==> config.mk <==
export PLATFORM = sky130hd
export DESIGN_NAME = two_class_priority_queue_top
export DESIGN_NICKNAME = d
export VERILOG_FILES = /design/src/sv/tcpq_pkg.sv /design/src/sv/two_class_priority_queue_top.sv /design/src/sv/tcpq_cell.sv
export VERILOG_INCLUDE_DIRS = /design/src /design/src/sv
export SDC_FILE = /design/constraint.sdc
export NUM_CORES = 2
export LEC_CHECK = 0
export BUFFER_PORTS_ARGS = -buffer_cell sky130_fd_sc_hd__clkbuf_2
export CORE_MARGIN = 8
export CORE_UTILIZATION = 45
export CTS_BUF_LIST = sky130_fd_sc_hd__clkbuf_16
export CTS_CLUSTER_DIAMETER = 80
export DETAILED_ROUTE_END_ITERATION = 10
export GPL_ROUTABILITY_DRIVEN = 0
export HOLD_SLACK_MARGIN = 0.05
export PLACE_DENSITY = 0.62
export SLEW_MARGIN = 20
export SYNTH_ARGS = -nofsm -noshare
export SYNTH_HDL_FRONTEND = slang
export SYNTH_SLANG_ARGS = --single-unit
==> constraint.sdc <==
create_clock -name aclk -period 7.75 [get_ports aclk]
set_input_delay 1.55 -clock aclk [delete_from_list [all_inputs] [get_ports aclk]]
set_output_delay 1.55 -clock aclk [all_outputs]
set_load 0.01 [all_outputs]
==> src/sv/assert_macros.svh <==
// assertion macros used by the top level of the two-class priority queue
// every macro samples on aclk and is disabled while aresetn is low
`ifndef ASSERT_MACROS_SVH
`define ASSERT_MACROS_SVH

// property that must hold at every clock edge out of reset
`define TCPQ_ASSERT(label, prop, msg) \
    label: assert property (@(posedge aclk) disable iff (!aresetn) (prop)) else $error(msg);

// antecedent implies consequent in the next cycle
`define TCPQ_ASSERT_NEXT(label, ante, cons, msg) \
    label: assert property (@(posedge aclk) disable iff (!aresetn) (ante) |=> (cons)) \
        else $error(msg);

`endif

==> src/sv/tcpq_pkg.sv <==
// shared types and constants for the two-class priority queue
// no dependencies; imported by tcpq_cell and two_class_priority_queue_top
package tcpq_pkg;

    localparam int DEPTH     = 16;
    localparam int KEY_W     = 30;
    localparam int REG_W     = 5;
    localparam int COUNT_W   = 5;
    localparam int CNT_W     = $clog2(DEPTH + 1);
    localparam int CMP_W     = (CNT_W > REG_W) ? CNT_W : REG_W;
    localparam int MAX_RESET = 10;

    typedef enum logic [1:0] {
        OP_INS_NORMAL = 2'd0,
        OP_INS_URGENT = 2'd1,
        OP_DEQUEUE    = 2'd2,
        OP_CANCEL     = 2'd3
    } op_t;

    typedef enum logic [1:0] {
        ST_OK       = 2'd0,
        ST_FULL     = 2'd1,
        ST_EMPTY    = 2'd2,
        ST_NOTFOUND = 2'd3
    } status_t;

    typedef struct packed {
        logic [KEY_W-1:0] key;
        logic             urgent;
    } entry_t;

    // broadcast to every cell of the chain
    typedef struct packed {
        logic             ins;
        logic             rem;
        op_t              op;
        logic [KEY_W-1:0] key;
    } cell_ctrl_t;

endpackage

==> src/sv/two_class_priority_queue_top.sv <==
// top level of the two-class priority queue: cell chain, count, limit
// register and output register; depends on tcpq_pkg, tcpq_cell and
// assert_macros.svh
//
//  channel | direction | tdata (low bit up)                      | tuser
//  s_      | in        | key[29:0], pad                          | op[1:0]
//  m_      | out       | out_key[29:0], out_urgent, count[4:0]   | status[1:0]
//  cfg_    | in        | max_entries[4:0] on cfg_wr_data         | -
//
// one request is taken per cycle; the search ripples through the cell chain
// from the head; cells from the found slot on shift in the same cycle the request is taken
// the result appears in the output register the cycle after the request
// a new request is taken while the output register is empty or being read
// aresetn (synchronous, active low) empties the queue and sets the limit to 10
`include "assert_macros.svh"

module two_class_priority_queue_top import tcpq_pkg::*; (
    input  logic                 aclk,
    input  logic                 aresetn,
    // configuration: capacity limit
    input  logic                 cfg_wr_en,
    input  logic [REG_W-1:0]     cfg_wr_data,
    // request channel
    input  logic                 s_tvalid,
    output logic                 s_tready,
    input  logic [31:0]          s_tdata,   // key[29:0], zero pad[31:30]
    input  logic [1:0]           s_tuser,   // op[1:0]
    // result channel
    output logic                 m_tvalid,
    input  logic                 m_tready,
    output logic [39:0]          m_tdata,   // out_key[29:0], out_urgent[30],
                                            // count[35:31], zero pad[39:36]
    output logic [1:0]           m_tuser    // status[1:0]
);

    // queue state
    logic [CNT_W-1:0] count_reg;
    logic [CNT_W-1:0] count_next;
    logic [REG_W-1:0] max_entries_reg;

    // output register
    logic             m_valid_reg;
    status_t          m_status_reg;
    status_t          m_status_next;
    logic [KEY_W-1:0] m_key_reg;
    logic [KEY_W-1:0] m_key_next;
    logic             m_urgent_reg;
    logic             m_urgent_next;
    logic [CNT_W-1:0] m_count_reg;

    // request decode
    logic             accept;
    op_t              req_op;
    logic [KEY_W-1:0] req_key;
    logic             is_ins;
    logic [CMP_W-1:0] limit;
    logic             full;
    logic             empty;
    logic             found;
    cell_ctrl_t       ctrl;

    // chain wiring, index DEPTH is the tail end
    entry_t           cell_entry [DEPTH];
    logic             found_chain [DEPTH+1];
    entry_t           sel_chain [DEPTH+1];
    logic             occupied [DEPTH];

    assign req_op  = op_t'(s_tuser);
    assign req_key = s_tdata[KEY_W-1:0];
    assign accept  = s_tvalid && s_tready;
    assign is_ins  = (req_op == OP_INS_NORMAL) || (req_op == OP_INS_URGENT);

    // limit in use is clamped to the number of cells
    assign limit = (CMP_W'(max_entries_reg) > CMP_W'(DEPTH)) ? CMP_W'(DEPTH)
                                                             : CMP_W'(max_entries_reg);
    assign full  = CMP_W'(count_reg) >= limit;
    assign empty = (count_reg == '0);
    assign found = found_chain[DEPTH];

    assign ctrl.op  = req_op;
    assign ctrl.key = req_key;
    assign ctrl.ins = accept && is_ins && !full;
    assign ctrl.rem = accept && !is_ins && !empty && found;

    assign found_chain[0] = 1'b0;
    assign sel_chain[0]   = '0;

    genvar gi;
    generate
        for (gi = 0; gi < DEPTH; gi++) begin : g_cell
            // a slot holds an entry when it lies below the count
            assign occupied[gi] = CNT_W'(gi) < count_reg;

            tcpq_cell u_cell (
                .aclk        (aclk),
                .ctrl        (ctrl),
                .occupied    (occupied[gi]),
                .left_entry  ((gi == 0) ? cell_entry[0] : cell_entry[(gi == 0) ? 0 : gi-1]),
                .right_entry (cell_entry[(gi == DEPTH-1) ? gi : gi+1]),
                .found_in    (found_chain[gi]),
                .sel_in      (sel_chain[gi]),
                .entry       (cell_entry[gi]),
                .found_out   (found_chain[gi+1]),
                .sel_out     (sel_chain[gi+1])
            );
        end
    endgenerate

    // count and result of the request
    always_comb begin
        count_next    = count_reg;
        m_status_next = ST_OK;
        m_key_next    = '0;
        m_urgent_next = 1'b0;
        if (is_ins) begin
            if (full) begin
                m_status_next = ST_FULL;
            end else begin
                count_next = count_reg + CNT_W'(1);
            end
        end else if (empty) begin
            m_status_next = ST_EMPTY;
        end else if (!found) begin
            m_status_next = ST_NOTFOUND;
        end else begin
            count_next    = count_reg - CNT_W'(1);
            m_key_next    = sel_chain[DEPTH].key;
            m_urgent_next = sel_chain[DEPTH].urgent;
        end
    end

    // control state
    always_ff @(posedge aclk) begin
        if (!aresetn) begin
            count_reg       <= '0;
            max_entries_reg <= REG_W'(MAX_RESET);
            m_valid_reg     <= 1'b0;
        end else begin
            if (cfg_wr_en) begin
                max_entries_reg <= cfg_wr_data;
            end
            if (accept) begin
                count_reg   <= count_next;
                m_valid_reg <= 1'b1;
            end else if (m_tready) begin
                m_valid_reg <= 1'b0;
            end
        end
    end

    // result payload
    always_ff @(posedge aclk) begin
        if (accept) begin
            m_status_reg <= m_status_next;
            m_key_reg    <= m_key_next;
            m_urgent_reg <= m_urgent_next;
            m_count_reg  <= count_next;
        end
    end

    // take a new request while the result register is free or draining
    assign s_tready = !m_valid_reg || m_tready;
    assign m_tvalid = m_valid_reg;
    assign m_tuser  = m_status_reg;
    assign m_tdata  = {4'b0000, COUNT_W'(m_count_reg), m_urgent_reg, m_key_reg};

    // occupancy never passes the number of cells
    `TCPQ_ASSERT(a_count_bound, (CMP_W'(count_reg) <= CMP_W'(DEPTH)),
        "queue count exceeds depth")

    // an accepted insert below the limit grows the queue by one
    `TCPQ_ASSERT_NEXT(a_ins_grows, (accept && is_ins && !full),
        (count_reg == $past(count_reg) + CNT_W'(1)), "insert did not grow queue")

    // dequeue or cancel on an empty queue reports empty
    `TCPQ_ASSERT_NEXT(a_empty_report, (accept && !is_ins && empty),
        (m_tvalid && m_tuser == ST_EMPTY && count_reg == '0), "empty not reported")

endmodule

==> src/sv/tcpq_cell.sv <==
// one slot of the queue: holds an entry, finds the operation's position by
// a ripple from the head, and shifts toward or away from the head on commit
// depends on tcpq_pkg
module tcpq_cell import tcpq_pkg::*; (
    input  logic       aclk,
    input  cell_ctrl_t ctrl,
    input  logic       occupied,
    input  entry_t     left_entry,
    input  entry_t     right_entry,
    input  logic       found_in,
    input  entry_t     sel_in,
    output entry_t     entry,
    output logic       found_out,
    output entry_t     sel_out
);

    entry_t entry_reg;
    entry_t entry_next;
    logic   cand;
    logic   hit;

    // is this slot a candidate position for the operation
    always_comb begin
        case (ctrl.op)
            OP_INS_NORMAL: cand = !occupied;
            OP_INS_URGENT: cand = !(occupied && entry_reg.urgent);
            OP_DEQUEUE:    cand = 1'b1;
            OP_CANCEL:     cand = occupied && (entry_reg.key == ctrl.key);
            default:       cand = 1'b0;
        endcase
    end

    assign hit       = cand && !found_in;
    assign found_out = found_in || cand;
    assign sel_out   = hit ? entry_reg : sel_in;
    assign entry     = entry_reg;

    always_comb begin
        entry_next = entry_reg;
        if (ctrl.ins) begin
            if (found_in) begin
                entry_next = left_entry;
            end else if (hit) begin
                entry_next.key    = ctrl.key;
                entry_next.urgent = (ctrl.op == OP_INS_URGENT);
            end
        end else if (ctrl.rem && found_out) begin
            entry_next = right_entry;
        end
    end

    always_ff @(posedge aclk) begin
        entry_reg <= entry_next;
    end

endmodule
==> reports/metrics.yaml <==
die_y_microns: 302
rrSetupSlack_ns: 2.01
drc_errors: 0
grt-ovfl-total: 0
r2r_cells: 14
post_cts_buffers: 0
grt_max_degree: 201
final_nets: 3840
clkTransAtPathRegs_ns: 0.06
htree_levels: 3
rr_startpoint: "count_reg[2]"
fmax_mhz: 157
synth_compound_area_share_pct: 15.2
setup_tns_ns: 0
synth_top_family_by_area: "compound AO/OA/AOI/OAI gates"
clkSinkCount: 545
grt_pass1_vias: 30100
path_class: "in -> reg"
cpPeakStageDelay_ns: 0.78
min_path_cells: 2
area_growth_pct: 9.51
cp.required_ns: 8.20
wl_per_cell_microns: 30.4
n_fill_cell: 7610
yosysMostFrequentCell: "nand2_1"
crit_slowest_cell: "nor4_1"
start_util_pct: 45.2
cp-start-kind: "input port"
synth_xor_area_share_pct: 11.4
setup_ws_ns: 1.39
grt_use_total_pct: 31.6
detailed_place_hpwl_microns: 105000
arrival_ns: 6.81
ys_top_cells_by_area: "edfxtp_1 44%, mux2i_1 8.8%, nand2_1 7.2%"
io_buffers: 81
grt_pass1_wl_microns: 214000
fin_crit_sh_pct: 82.0
holdPathEnd: "max_entries_reg[1]"
postCtsResizedCells: 0
yosys.cell_types.count: 92
post-route-cell-area_sq_um: 40300
synth_mux_area_share_pct: 9.62
insertion_delay_ns: 0.63
first_pass_iters: 9
via_per_inst: 6.59
slew_viol_final: 0
timing.max_cap.violations: 0
skew_ns: 0.0368
drive_gt1_share_pct: 10.6
antenna_found_initial: 13
ys_ff_latch: 545
period_needed_ns: 6.36
worst_pin_slew_ns: 1.15
ys_seq_area_share_pct: 44.2
hold_viol_final: 0
ant_nets: 0
die_x_microns: 302
leakage_nw: 15.3
ir_drop_v: 0.000150
ctsHoldBuffers: 0
synth_commonest_cells: "701 x nand2_1, 534 x edfxtp_1, 430 x o21ai_0, 322 x mux2i_1, 275 x xor2_1"
tritoncts: "done"
cp_max_fo: 20
max-clock-path-buffers: 3
die-area_sq_um: 91100
hold_class: "reg -> reg"
end_kind: "register"
vias: 32400
status: "finished, final reports clean"
synthArstFlopShare_pct: 0
yosys.area_share.simple_pct: 14.2
largest_register_ffs: 496
root_buffer: "clkbuf_16"
synth_fa_ha_area_share_pct: 0.306
p_per_area_nw_per_um2: 230
drt-total-wl_microns: 149000
syn_area_sq_um: 36800
rsz0062_at_grt: "false"
hp-start: "max_entries_reg[1]"
io_pins: 88
synth_cells: 3868
placed_area_sq_um: 38200
r2r-end: "g_cell[2].u_cell.entry[25]"
dp_slack_ns: 1.05
setup_violations: 0
coreArea_sq_um: 81500
ys.flop_type: "edfxtp_1"
synth_top_area_share_pct: 43.6
synth_edf_count: 534
cts_inserted_buffers: 67
num_rows: 105
synth_area_leader_cell: "edfxtp_1"
drt_iter0_markers: 5862
syn_area_per_cell_sq_um: 9.51
cp_cell_sequence: "clkbuf_2 -> xor2_1 -> nor4_1 -> nand4_1 -> o31ai_4 -> a2111o_1 -> nor2_4 -> and2_1 -> buf_4 -> nor2_1 -> o311ai_0 -> a21oi_1 -> a21o_1"
yosys_warnings: 0
maxSlewHeadroom_pct: 22.8
finalCoreUtilization_pct: 49.5
## layout by cell type (no fill, tap or decap), types with 14 or more instances in the layout
cell type,count
nor2_1,180
a221oi_1,41
nor3_1,22
clkbuf_2,81
nand3_1,21
clkbuf_16,68
a31oi_1,93
mux2i_1,322
edfxtp_1,534
a21oi_1,77
xor2_1,275
a222oi_1,17
xnor2_1,205
a211oi_1,20
clkinv_2,14
a221o_1,19
buf_4,131
inv_1,44
o22ai_1,22
o211ai_1,14
a22oi_1,40
nand4_1,73
mux2_2,28
o21ai_0,430
nor4_1,81
nand2_1,696
## worst max path at each step
stage | from | end | cells after the start
final | s_tdata[0] | m_key_reg[4] | 13
after global routing | s_tdata[2] | g_cell[2].u_cell.entry[25] | 14
after CTS | s_tdata[24] | g_cell[2].u_cell.entry[25] | 14
after detailed placement | s_tdata[24] | g_cell[2].u_cell.entry[25] | 14
after global placement | s_tdata[24] | g_cell[2].u_cell.entry[25] | 14
after floorplan | s_tdata[17] | g_cell[11].u_cell.entry[0] | 14
## layer usage
metal | track usage [%] | wire, microns | vias up
met5 | 0 | 102 | -
met1 | 42.9 | 57800 | 15800
met3 | 10.6 | 21500 | 346
met2 | 46.3 | 63200 | 2348
li1 | - | - | 13900
met4 | 12.3 | 6620 | 16
## cell type report
| type | instances | area [sq um] | share of cell area [%] |
|---|---|---|---|
| clock buffers | 68 | 1700 | 4.22 |
| diodes | 2 | 5.00 | 0.0124 |
| flip-flops and latches | 545 | 16300 | 40.4 |
| clock inverters | 51 | 369 | 0.916 |
| inverters | 29 | 109 | 0.270 |
| well taps | 1070 | 1340 | 3.32 |
| repair buffers | 222 | 1600 | 3.96 |
| multi-input cells | 2922 | 18900 | 46.9 |
## through the flow
stage | std cells | power, mW | hold WS [ns]
3_5_place_dp | 4786 | 6.13 | 0.463
2_1_floorplan | 3871 | 5.26 | 0.442
5_1_grt | 4907 | 9.53 | 0.526
3_3_place_gp | 4786 | 6.09 | 0.461
6_report | 4909 | 9.28 | 0.483
4_1_cts | 4905 | 9.18 | 0.483
## critical path: cells and delay by family
family,cells,cell delay [ns]
XOR/XNOR,1,0.31
AO/OA/AOI/OAI,5,2.32
AND/OR/NAND/NOR,5,2.00
buffers and inverters,2,0.61
## logic make-up (layout without fill, tap and decap cells)
logic type | after synthesis | in the layout
AOI/OAI and AO/OA | 894 | 894
xor gates and xnor gates | 480 | 480
adders and majority gates | 9 | 9
buffers and inverters | 404 | 370
DFF | 545 | 545
muxes | 350 | 350
other | 1 | 6
and+or+nand+nor | 1185 | 1185
## power breakdown
| group | internal, mW | switching, mW |
|---|---|---|
| clock | 1.76 | 1.34 |
| sequential | 3.71 | 0.409 |
| combinational | 0.657 | 1.40 |
Note: power is estimated with default switching activity, not from simulation.
